## src/rtl/core/sjis_hfw_pkg.sv

```systemverilog
// ----------------------------------------------------------------------------
// SJIS half/full width converter package
// Code tables, byte-class helpers and the result struct shared by the unit.
// ----------------------------------------------------------------------------
package sjis_hfw_pkg;

  typedef enum logic [0:0] {
    CFG_DIRECTION = 1'b0,
    CFG_BYPASS    = 1'b1
  } cfg_idx_e;

  localparam logic [7:0] LowFirst = 8'h20;
  localparam logic [7:0] LowLast  = 8'h7E;
  localparam logic [7:0] UpFirst  = 8'hA1;
  localparam logic [7:0] UpLast   = 8'hDF;

  // Converted item: up to two bytes
  typedef struct packed {
    logic       two;
    logic [7:0] b0;
    logic [7:0] b1;
  } res_t;

  function automatic logic [15:0] lower_code(input logic [6:0] i);
    logic [15:0] c;
    begin
      case (i)
        7'd0: c = 16'h8140; 7'd1: c = 16'h8149; 7'd2: c = 16'hEEFC; 7'd3: c = 16'h8194;
        7'd4: c = 16'h8190; 7'd5: c = 16'h8193; 7'd6: c = 16'h8195; 7'd7: c = 16'hEEFB;
        7'd8: c = 16'h8169; 7'd9: c = 16'h816A; 7'd10: c = 16'h8196; 7'd11: c = 16'h817B;
        7'd12: c = 16'h8143; 7'd13: c = 16'h817C; 7'd14: c = 16'h8144; 7'd15: c = 16'h815E;
        7'd16: c = 16'h824F; 7'd17: c = 16'h8250; 7'd18: c = 16'h8251; 7'd19: c = 16'h8252;
        7'd20: c = 16'h8253; 7'd21: c = 16'h8254; 7'd22: c = 16'h8255; 7'd23: c = 16'h8256;
        7'd24: c = 16'h8257; 7'd25: c = 16'h8258; 7'd26: c = 16'h8146; 7'd27: c = 16'h8147;
        7'd28: c = 16'h8183; 7'd29: c = 16'h8181; 7'd30: c = 16'h8184; 7'd31: c = 16'h8148;
        7'd32: c = 16'h8197; 7'd33: c = 16'h8260; 7'd34: c = 16'h8261; 7'd35: c = 16'h8262;
        7'd36: c = 16'h8263; 7'd37: c = 16'h8264; 7'd38: c = 16'h8265; 7'd39: c = 16'h8266;
        7'd40: c = 16'h8267; 7'd41: c = 16'h8268; 7'd42: c = 16'h8269; 7'd43: c = 16'h826A;
        7'd44: c = 16'h826B; 7'd45: c = 16'h826C; 7'd46: c = 16'h826D; 7'd47: c = 16'h826E;
        7'd48: c = 16'h826F; 7'd49: c = 16'h8270; 7'd50: c = 16'h8271; 7'd51: c = 16'h8272;
        7'd52: c = 16'h8273; 7'd53: c = 16'h8274; 7'd54: c = 16'h8275; 7'd55: c = 16'h8276;
        7'd56: c = 16'h8277; 7'd57: c = 16'h8278; 7'd58: c = 16'h8279; 7'd59: c = 16'h816D;
        7'd60: c = 16'h815F; 7'd61: c = 16'h816E; 7'd62: c = 16'h814F; 7'd63: c = 16'h8151;
        7'd64: c = 16'h814D; 7'd65: c = 16'h8281; 7'd66: c = 16'h8282; 7'd67: c = 16'h8283;
        7'd68: c = 16'h8284; 7'd69: c = 16'h8285; 7'd70: c = 16'h8286; 7'd71: c = 16'h8287;
        7'd72: c = 16'h8288; 7'd73: c = 16'h8289; 7'd74: c = 16'h828A; 7'd75: c = 16'h828B;
        7'd76: c = 16'h828C; 7'd77: c = 16'h828D; 7'd78: c = 16'h828E; 7'd79: c = 16'h828F;
        7'd80: c = 16'h8290; 7'd81: c = 16'h8291; 7'd82: c = 16'h8292; 7'd83: c = 16'h8293;
        7'd84: c = 16'h8294; 7'd85: c = 16'h8295; 7'd86: c = 16'h8296; 7'd87: c = 16'h8297;
        7'd88: c = 16'h8298; 7'd89: c = 16'h8299; 7'd90: c = 16'h829A; 7'd91: c = 16'h816F;
        7'd92: c = 16'h8162; 7'd93: c = 16'h8170; 7'd94: c = 16'h8160;
        default: c = 16'h0000;
      endcase
      return c;
    end
  endfunction

  function automatic logic [15:0] upper_code(input logic [5:0] i);
    logic [15:0] c;
    begin
      case (i)
        6'd0: c = 16'h8142; 6'd1: c = 16'h8175; 6'd2: c = 16'h8176; 6'd3: c = 16'h8141;
        6'd4: c = 16'h8145; 6'd5: c = 16'h8392; 6'd6: c = 16'h8340; 6'd7: c = 16'h8342;
        6'd8: c = 16'h8344; 6'd9: c = 16'h8346; 6'd10: c = 16'h8348; 6'd11: c = 16'h8383;
        6'd12: c = 16'h8385; 6'd13: c = 16'h8387; 6'd14: c = 16'h8362; 6'd15: c = 16'h815B;
        6'd16: c = 16'h8341; 6'd17: c = 16'h8343; 6'd18: c = 16'h8345; 6'd19: c = 16'h8347;
        6'd20: c = 16'h8349; 6'd21: c = 16'h834A; 6'd22: c = 16'h834C; 6'd23: c = 16'h834E;
        6'd24: c = 16'h8350; 6'd25: c = 16'h8352; 6'd26: c = 16'h8354; 6'd27: c = 16'h8356;
        6'd28: c = 16'h8358; 6'd29: c = 16'h835A; 6'd30: c = 16'h835C; 6'd31: c = 16'h835E;
        6'd32: c = 16'h8360; 6'd33: c = 16'h8363; 6'd34: c = 16'h8365; 6'd35: c = 16'h8367;
        6'd36: c = 16'h8369; 6'd37: c = 16'h836A; 6'd38: c = 16'h836B; 6'd39: c = 16'h836C;
        6'd40: c = 16'h836D; 6'd41: c = 16'h836E; 6'd42: c = 16'h8371; 6'd43: c = 16'h8374;
        6'd44: c = 16'h8377; 6'd45: c = 16'h837A; 6'd46: c = 16'h837D; 6'd47: c = 16'h837E;
        6'd48: c = 16'h8380; 6'd49: c = 16'h8381; 6'd50: c = 16'h8382; 6'd51: c = 16'h8384;
        6'd52: c = 16'h8386; 6'd53: c = 16'h8388; 6'd54: c = 16'h8389; 6'd55: c = 16'h838A;
        6'd56: c = 16'h838B; 6'd57: c = 16'h838C; 6'd58: c = 16'h838D; 6'd59: c = 16'h838F;
        6'd60: c = 16'h8393; 6'd61: c = 16'h814A; 6'd62: c = 16'h814B;
        default: c = 16'h0000;
      endcase
      return c;
    end
  endfunction

  function automatic logic is_lead(input logic [7:0] b);
    return ((b >= 8'h81) && (b <= 8'h9F)) || ((b >= 8'hE0) && (b <= 8'hFC));
  endfunction

endpackage

```

## src/rtl/core/sjis_half_full_width_converter_unit.sv

```systemverilog
// ----------------------------------------------------------------------------
// SJIS half/full width converter unit
// Byte-stream converter between halfwidth and fullwidth Shift-JIS codes.
// ----------------------------------------------------------------------------
//  channel | signals                                   | dir
//  input   | in_valid_i, in_stall_o, in_byte_i, end_of_string_i | in
//  output  | out_valid_o, out_stall_i, out_byte_o, ... | out
//  config  | cfg_we_i, cfg_idx_i, cfg_data_i           | in
//
//  An input byte is converted in the cycle it transfers; its result is
//  registered into the output register. A two-byte result leaves one byte
//  at a time through the byte-wide output register, which takes no new
//  input byte until its last byte leaves. A held lead byte yields nothing.
//  Reset clears config, lead hold and output valid. Output stall back-
//  pressures the input only while the output register cannot be refilled.
module sjis_half_full_width_converter_unit import sjis_hfw_pkg::*; (
  input  logic       clk_i,
  input  logic       rst_ni,
  input  logic       cfg_we_i,
  input  logic       cfg_idx_i,
  input  logic       cfg_data_i,
  input  logic       in_valid_i,
  output logic       in_stall_o,
  input  logic [7:0] in_byte_i,
  input  logic       end_of_string_i,
  output logic       out_valid_o,
  input  logic       out_stall_i,
  output logic [7:0] out_byte_o,
  output logic       last_of_run_o
);

  logic       dir_q, byp_q;
  logic       pend_q, pend_d;
  logic [7:0] lead_q;
  logic       emit;
  res_t       res;
  // output register: current byte plus an optional second queued byte
  logic       ov_q;
  logic       two_q;
  logic [7:0] b0_q, b1_q;
  logic       in_xfer, out_xfer, free;

  always_ff @(posedge clk_i or negedge rst_ni) begin
    if (!rst_ni) begin
      dir_q <= 1'b0;
      byp_q <= 1'b0;
    end else if (cfg_we_i) begin
      unique case (cfg_idx_e'(cfg_idx_i))
        CFG_DIRECTION: dir_q <= cfg_data_i;
        CFG_BYPASS:    byp_q <= cfg_data_i;
        default: ;
      endcase
    end
  end

  sjis_hfw_convert u_conv (
    .direction_i (dir_q),
    .bypass_i    (byp_q),
    .pend_i      (pend_q),
    .lead_i      (lead_q),
    .byte_i      (in_byte_i),
    .eos_i       (end_of_string_i),
    .emit_o      (emit),
    .res_o       (res),
    .pend_o      (pend_d)
  );

  assign out_xfer   = ov_q && !out_stall_i;
  // register free when empty or once its last byte leaves
  assign free       = !ov_q || (out_xfer && !two_q);
  assign in_stall_o = !free;
  assign in_xfer    = in_valid_i && free;

  always_ff @(posedge clk_i or negedge rst_ni) begin
    if (!rst_ni) begin
      pend_q <= 1'b0;
      lead_q <= 8'h00;
      ov_q   <= 1'b0;
      two_q  <= 1'b0;
    end else begin
      if (in_xfer) begin
        pend_q <= pend_d;
        lead_q <= in_byte_i;
      end
      if (in_xfer && emit) begin
        ov_q  <= 1'b1;
        two_q <= res.two;
      end else if (out_xfer) begin
        if (two_q) two_q <= 1'b0;
        else       ov_q  <= 1'b0;
      end
    end
  end

  always_ff @(posedge clk_i) begin
    if (in_xfer && emit) begin
      b0_q <= res.b0;
      b1_q <= res.b1;
    end else if (out_xfer && two_q) begin
      b0_q <= b1_q;
    end
  end

  assign out_valid_o   = ov_q;
  assign out_byte_o    = b0_q;
  assign last_of_run_o = !two_q;

endmodule

```

## src/rtl/core/sjis_hfw_to_half.sv

```systemverilog
// ----------------------------------------------------------------------------
// SJIS full to half width lookup
// Parallel match of a two-byte code against both tables, first hit wins.
// ----------------------------------------------------------------------------
module sjis_hfw_to_half import sjis_hfw_pkg::*; (
  input  logic [15:0] code_i,
  output logic        hit_o,
  output logic [7:0]  half_o
);

  logic [94:0] lo_hit;
  logic [62:0] up_hit;

  always_comb begin
    for (int i = 0; i < 95; i++) lo_hit[i] = (lower_code(7'(i)) == code_i);
    for (int j = 0; j < 63; j++) up_hit[j] = (upper_code(6'(j)) == code_i);
  end

  // priority encode, lowest index first
  always_comb begin
    hit_o  = 1'b0;
    half_o = 8'h00;
    for (int j = 62; j >= 0; j--) begin
      if (up_hit[j]) begin
        hit_o  = 1'b1;
        half_o = UpFirst + 8'(j);
      end
    end
    for (int i = 94; i >= 0; i--) begin
      if (lo_hit[i]) begin
        hit_o  = 1'b1;
        half_o = LowFirst + 8'(i);
      end
    end
  end

endmodule

```

## src/rtl/core/sjis_hfw_convert.sv

```systemverilog
// ----------------------------------------------------------------------------
// SJIS converter core logic
// Decides the result for one input byte and the next lead-hold state.
// ----------------------------------------------------------------------------
module sjis_hfw_convert import sjis_hfw_pkg::*; (
  input  logic       direction_i,
  input  logic       bypass_i,
  input  logic       pend_i,
  input  logic [7:0] lead_i,
  input  logic [7:0] byte_i,
  input  logic       eos_i,
  output logic       emit_o,
  output res_t       res_o,
  output logic       pend_o
);

  logic        hit;
  logic [7:0]  half;
  logic [15:0] lcode;
  logic [15:0] ucode;
  logic [7:0]  lo_off;
  logic [7:0]  up_off;

  assign lo_off = byte_i - LowFirst;
  assign up_off = byte_i - UpFirst;
  assign lcode  = lower_code(lo_off[6:0]);
  assign ucode  = upper_code(up_off[5:0]);

  sjis_hfw_to_half u_half (
    .code_i ({lead_i, byte_i}),
    .hit_o  (hit),
    .half_o (half)
  );

  always_comb begin
    emit_o = 1'b1;
    pend_o = 1'b0;
    res_o  = '{two: 1'b0, b0: byte_i, b1: byte_i};
    if (pend_i) begin
      if (!bypass_i && direction_i && hit) begin
        res_o.b0 = half;
      end else begin
        res_o = '{two: 1'b1, b0: lead_i, b1: byte_i};
      end
    end else if (bypass_i) begin
      // single byte as is
    end else if (is_lead(byte_i)) begin
      if (!eos_i) begin
        emit_o = 1'b0;
        pend_o = 1'b1;
      end
    end else if (!direction_i) begin
      if (byte_i >= LowFirst && byte_i <= LowLast) begin
        res_o = '{two: 1'b1, b0: lcode[15:8], b1: lcode[7:0]};
      end else if (byte_i >= UpFirst && byte_i <= UpLast) begin
        res_o = '{two: 1'b1, b0: ucode[15:8], b1: ucode[7:0]};
      end
    end
  end

endmodule
```

## config.mk

```make
export PLATFORM = sky130hd
export DESIGN_NAME = sjis_half_full_width_converter_unit
export DESIGN_NICKNAME = d
export VERILOG_FILES = /design/src/rtl/core/sjis_hfw_pkg.sv /design/src/rtl/core/sjis_half_full_width_converter_unit.sv /design/src/rtl/core/sjis_hfw_to_half.sv /design/src/rtl/core/sjis_hfw_convert.sv
export SDC_FILE = /design/constraint.sdc
export NUM_CORES = 1
export LEC_CHECK = 0
export BUFFER_PORTS_ARGS = -buffer_cell sky130_fd_sc_hd__buf_2
export CAP_MARGIN = 20
export CORE_ASPECT_RATIO = 1.5
export CORE_MARGIN = 1.5
export CORE_UTILIZATION = 58
export CTS_BUF_LIST = sky130_fd_sc_hd__clkbuf_2 sky130_fd_sc_hd__clkbuf_4 sky130_fd_sc_hd__clkbuf_8
export CTS_CLUSTER_SIZE = 20
export DETAILED_ROUTE_END_ITERATION = 6
export GPL_TIMING_DRIVEN = 0
export PLACE_DENSITY_LB_ADDON = 0.3
export SETUP_SLACK_MARGIN = 0.2
export SLEW_MARGIN = 20
export SYNTH_ARGS = -nofsm -noshare
export SYNTH_HDL_FRONTEND = slang
export SYNTH_SLANG_ARGS = --single-unit
```

## constraint.sdc

```tcl
create_clock -name clk_i -period 3.2 [get_ports clk_i]
set_input_delay 0.32 -clock clk_i [delete_from_list [all_inputs] [get_ports clk_i]]
set_output_delay 0.32 -clock clk_i [all_outputs]
set_load 0.01 [all_outputs]
```

==> impl_metrics.env, run 1 <==
export IMPL_synth_common_cells="nand2_1 (92), o21ai_0 (88), nor2_1 (74), a21oi_1 (73), clkbuf_1 (53)"
export IMPL_yosys_area_share_adder_pct=2.06
export IMPL_grt_pass1_vias=10100
export IMPL_synth_top_family_by_area="compound AO/OA/AOI/OAI gates"
export IMPL_cts_buffers=5
export IMPL_place_ws_ns=-1.33
export IMPL_ys_flop_type="edfxtp_1"
export IMPL_synth_cells=968
export IMPL_ys_ff_latch=29
export IMPL_die_h_um=135
export IMPL_synth_xor_area_share_pct=0.524
export IMPL_start_util_pct=60.2
export IMPL_clock_sinks=29
export IMPL_cts_root_buffer="clkbuf_8"
export IMPL_synth_nets=995
export IMPL_yosysMostFrequentCell="nand2_1"
export IMPL_seq_area_frac_synth_pct=12.0
export IMPL_synthArstFlopShare_pct=44.8
export IMPL_synth_top_area_share_pct=7.18
export IMPL_place_gp_congestion=1.26
export IMPL_synthDistinctLibCells=105
export IMPL_rows=47
export IMPL_track_usage_pct=64.5
export IMPL_die_w_um=90.7
export IMPL_dp_hpwl_mm=25.5
export IMPL_synth_largest_area_cell="edfxtp_1"
export IMPL_status="stopped before the end"
export IMPL_grt_overflow=2
export IMPL_numPortBuffers=26
export IMPL_cts_buffer_depth=2
export IMPL_syn_area_um2=6690
export IMPL_postSynthAreaPerCell_um2=6.91
export IMPL_error_line="[ERROR GRT-0116] Global routing finished with congestion. Check the congestion regions in the DRC Viewer."
export IMPL_synth_area_leaders="edfxtp_1 (7.2%), o21ai_0 (6.6%), a21oi_1 (5.5%), nand2_1 (5.2%), dfrtp_1 (4.9%)"
export IMPL_synthMuxAreaShare_pct=4.00
export IMPL_ios=27
export IMPL_yosysWarnings=0
export IMPL_synth_compound_area_share_pct=39.9
export IMPL_grt_pass1_wl_mm=59.8
export IMPL_stop_stage="5_1_grt"
export IMPL_synthSimpleGateAreaFrac_pct=32.5
export IMPL_synth_edf_count=16
export IMPL_grt_max_degree=18
export IMPL_h_tree_depth=2
cell families after synthesis:
group                      Yosys count
DFF                                 29
adders and majority gates           11
xor gates and xnor gates             4
AOI/OAI and AO/OA                  389
buffers and inverters              123
muxes                               21
and+or+nand+nor                    391
timing repair:
action	in CTS
gates resized for setup	173
endpoints found under the hold margin	13
hold buffers	1
setup buffers	40
gates cloned	2
setup endpoints to repair	34
pin swaps	39
per-stage QoR:
step	hold slack [ns]	util [%]	setup TNS, ns	instances	area, µm²
2_1_floorplan	0.0244	-	0	968	6780
3_3_place_gp	0.220	63.8	-23.20	1141	7090
3_5_place_dp	0.224	63.9	-23.81	1141	7100
4_1_cts	0.283	74.1	0	1192	8230
routing by layer:
layer / GRT overflow / global-route usage [%]
met5: 0 / 5.83
met4: 1 / 57.3
met3: 1 / 42.2
met2: 0 / 83.7
met1: 0 / 69.9
==> run 2, diff against run 1 <==
--- a/config.mk
+++ b/config.mk
@@ -7,15 +7,11 @@
 export LEC_CHECK = 0
 export BUFFER_PORTS_ARGS = -buffer_cell sky130_fd_sc_hd__buf_2
 export CAP_MARGIN = 20
-export CORE_ASPECT_RATIO = 1.5
 export CORE_MARGIN = 1.5
-export CORE_UTILIZATION = 58
-export CTS_BUF_LIST = sky130_fd_sc_hd__clkbuf_2 sky130_fd_sc_hd__clkbuf_4 sky130_fd_sc_hd__clkbuf_8
-export CTS_CLUSTER_SIZE = 20
+export CORE_UTILIZATION = 40
 export DETAILED_ROUTE_END_ITERATION = 6
 export GPL_TIMING_DRIVEN = 0
-export PLACE_DENSITY_LB_ADDON = 0.3
-export SETUP_SLACK_MARGIN = 0.2
+export PLACE_DENSITY_LB_ADDON = 0.15
 export SLEW_MARGIN = 20
 export SYNTH_ARGS = -nofsm -noshare
 export SYNTH_HDL_FRONTEND = slang
==> impl_metrics.env, run 2 <==
export IMPL_synth_area_leaders="edfxtp_1 (7.2%), o21ai_0 (6.6%), a21oi_1 (5.5%), nand2_1 (5.2%), dfrtp_1 (4.9%)"
export IMPL_clkTransAtPathRegs_ns=0.05
export IMPL_area_delta_synth_final_pct=28.3
export IMPL_numPortBuffers=26
export IMPL_power_mw=2.73
export IMPL_synth_largest_area_cell="edfxtp_1"
export IMPL_cts_buffers=5
export IMPL_ys_flop_type="edfxtp_1"
export IMPL_post_route_util_pct=52.1
export IMPL_worstPathRequired_ns=3.31
export IMPL_core_area_um2=16500
export IMPL_die_w_um=132
export IMPL_vdd_ir_drop_max_uv=277
export IMPL_internal_power_mw=1.42
export IMPL_die_area_um2=17500
export IMPL_detail_route_antenna_nets=0
export IMPL_p_seq_share_pct=24.0
export IMPL_max_freq_mhz=308
export IMPL_place_ws_ns=-1.82
export IMPL_h_tree_depth=2
export IMPL_min_delay_path_depth=2
export IMPL_violations="design-rule violations, negative setup slack"
export IMPL_fin_crit_ns=3.25
export IMPL_synth_nets=995
export IMPL_fin_ws_ns=-0.0457
export IMPL_cts_root_buffer="clkbuf_16"
export IMPL_synth_top_area_share_pct=7.18
export IMPL_placed_area_um2=7100
export IMPL_crit_type="in2reg"
export IMPL_final_cell_mix="nand2_1 (91), o21ai_0 (81), a21oi_1 (70), nor2_1 (68), buf_4 (62)"
export IMPL_grt_pass1_vias=8785
export IMPL_switchingPower_mw=1.31
export IMPL_max_cap_viol_count=0
export IMPL_hold_viol=0
export IMPL_path_cells="buf_2 -> buf_4 -> buf_6 -> buf_8 -> buf_8 -> buf_6 -> buf_2 -> clkbuf_2 -> o21ai_0 -> a2111oi_1 -> a211oi_4 -> o22ai_1"
export IMPL_place_inst=1214
export IMPL_grt_antenna_before_repair=2
export IMPL_power_leakage_nw=3.04
export IMPL_postSynthAreaPerCell_um2=6.91
export IMPL_die_h_um=132
export IMPL_nNetsFinal=1078
export IMPL_tightest_slew_ns=0.884
export IMPL_ys_ff_latch=29
export IMPL_drt_iter0_drc=1950
export IMPL_grt_overflow=0
export IMPL_seq_area_frac_synth_pct=12.0
export IMPL_cellPowerDensity_nw_per_um2=318
export IMPL_wirelength_mm=40.2
export IMPL_synth_edf_count=16
export IMPL_yosysMostFrequentCell="nand2_1"
export IMPL_synthDistinctLibCells=105
export IMPL_drc=4
export IMPL_combPwrFrac_pct=59.9
export IMPL_start_util_pct=40.6
export IMPL_sw_frac_of_total_pct=48.0
export IMPL_totalNegativeSetupSlack_ns=-0.0893
export IMPL_cp_top_family="buffers and inverters"
export IMPL_rsz0062_at_grt="yes"
export IMPL_critPathLaunchType="input pin"
export IMPL_status="complete, but fails checks"
export IMPL_endpoint_kind="register"
export IMPL_slew_violations=0
export IMPL_critical_path_buf_inv_count=8
export IMPL_rows=47
export IMPL_yosysWarnings=0
export IMPL_grt_pass1_wl_mm=58.0
export IMPL_clock_sinks=29
export IMPL_synth_common_cells="nand2_1 (92), o21ai_0 (88), nor2_1 (74), a21oi_1 (73), clkbuf_1 (53)"
export IMPL_slew_headroom_pct=40.9
export IMPL_track_usage_pct=44.2
export IMPL_grt_max_degree=18
export IMPL_dr_pass1_iters=7
export IMPL_dp_hpwl_mm=28.8
export IMPL_reg2reg_depth=11
export IMPL_ios=27
export IMPL_final_period_utilization_pct=101
export IMPL_power_share_clock_pct=16.0
export IMPL_routedWlPerCell_um=31.5
export IMPL_place_gp_congestion=1.09
export IMPL_fin_skew_ns=0.00748
export IMPL_max_stage_delay_ns=0.85
export IMPL_via_per_inst=7.64
export IMPL_final_common_cell="nand2_1"
export IMPL_synthArstFlopShare_pct=44.8
export IMPL_vias=9737
export IMPL_arrival_ns=3.35
export IMPL_cts_buffer_depth=2
export IMPL_stdcell_area_um2=8580
export IMPL_synth_cells=968
export IMPL_hp_class="in2reg"
export IMPL_syn_area_um2=6690
export IMPL_whs_ns=0.292
export IMPL_critPathSlowestCell="a2111oi_1"
export IMPL_insertion_delay_ns=0.27
export IMPL_path_max_fanout=10
export IMPL_cp_num_cells=12
export IMPL_setup_violations=2
export IMPL_fin_cells=1275
export IMPL_cts_tree="done"
export IMPL_drive_above_1_share_pct=28.7
-- run 2: logic make-up (layout without fill, tap and decap cells) --
logic type      count (synthesis)  after routing  synth area share, %
flops                          29             29                 12.0
mux                            21             21                 4.00
simple gates                  391            391                 32.5
buf+inv                       123            207                 8.94
xor+xnor                        4              4                0.524
other cells                     0              3                    0
fa+ha+maj                      11             11                 2.06
compound gates                389            389                 39.9
-- run 2: area by class of cell --
class                           count  area, µm²
Antenna cell                        3       7.51
Buffer                             98        758
Clock buffer                        6        129
Clock inverter                      2       10.0
Fill cell                        1646       7880
Inverter                           20       92.6
Multi-Input combinational cell    816       5920
Sequential cell                    29        807
Tap cell                          220        275
Timing Repair Buffer               81        579
-- run 2: repair_timing --
item | in CTS | in global routing
endpoints found under the hold margin | 13 | 0
pin swaps | 27 | 24
setup endpoints to repair | 34 | 20
gates resized for setup | 153 | 89
hold buffers | 1 | 0
setup buffers | 36 | 18
cloned | 0 | 0
-- run 2: worst paths after layout --
kind	start	to	slack, ns
worst max-delay path	in_byte_i[3]	out_byte_o[1]	-0.05
worst min-delay path	cfg_data_i	byp_q	0.29
worst max register to register	lead_q[2]	out_byte_o[2]	-0.04
worst min register to register	byp_q	byp_q	0.57
max in group asynchronous	rst_ni	lead_q[3]	2.45
min in group asynchronous	rst_ni	lead_q[5]	0.48
-- run 2: routing by layer --
metal | share of wire [%] | track usage (%) | vias to the layer above
met5 | 0 | 0 | -
met3 | 16 | 16.3 | 266
li1 | - | - | 3963
met1 | 37 | 57.2 | 4512
met4 | 7.6 | 22.8 | 0
met2 | 40 | 64.0 | 996
-- run 2: power by group through the flow --
stage	registers (mW)	clock network, mW	logic, mW
global placement	0.653	0	1.34
CTS	0.644	0.437	1.49
finish	0.655	0.437	1.64
detailed placement	0.656	0	1.33
floorplan	0.645	0	0.877
global route	0.667	0.461	1.71
(Power assumes the default switching activity.)
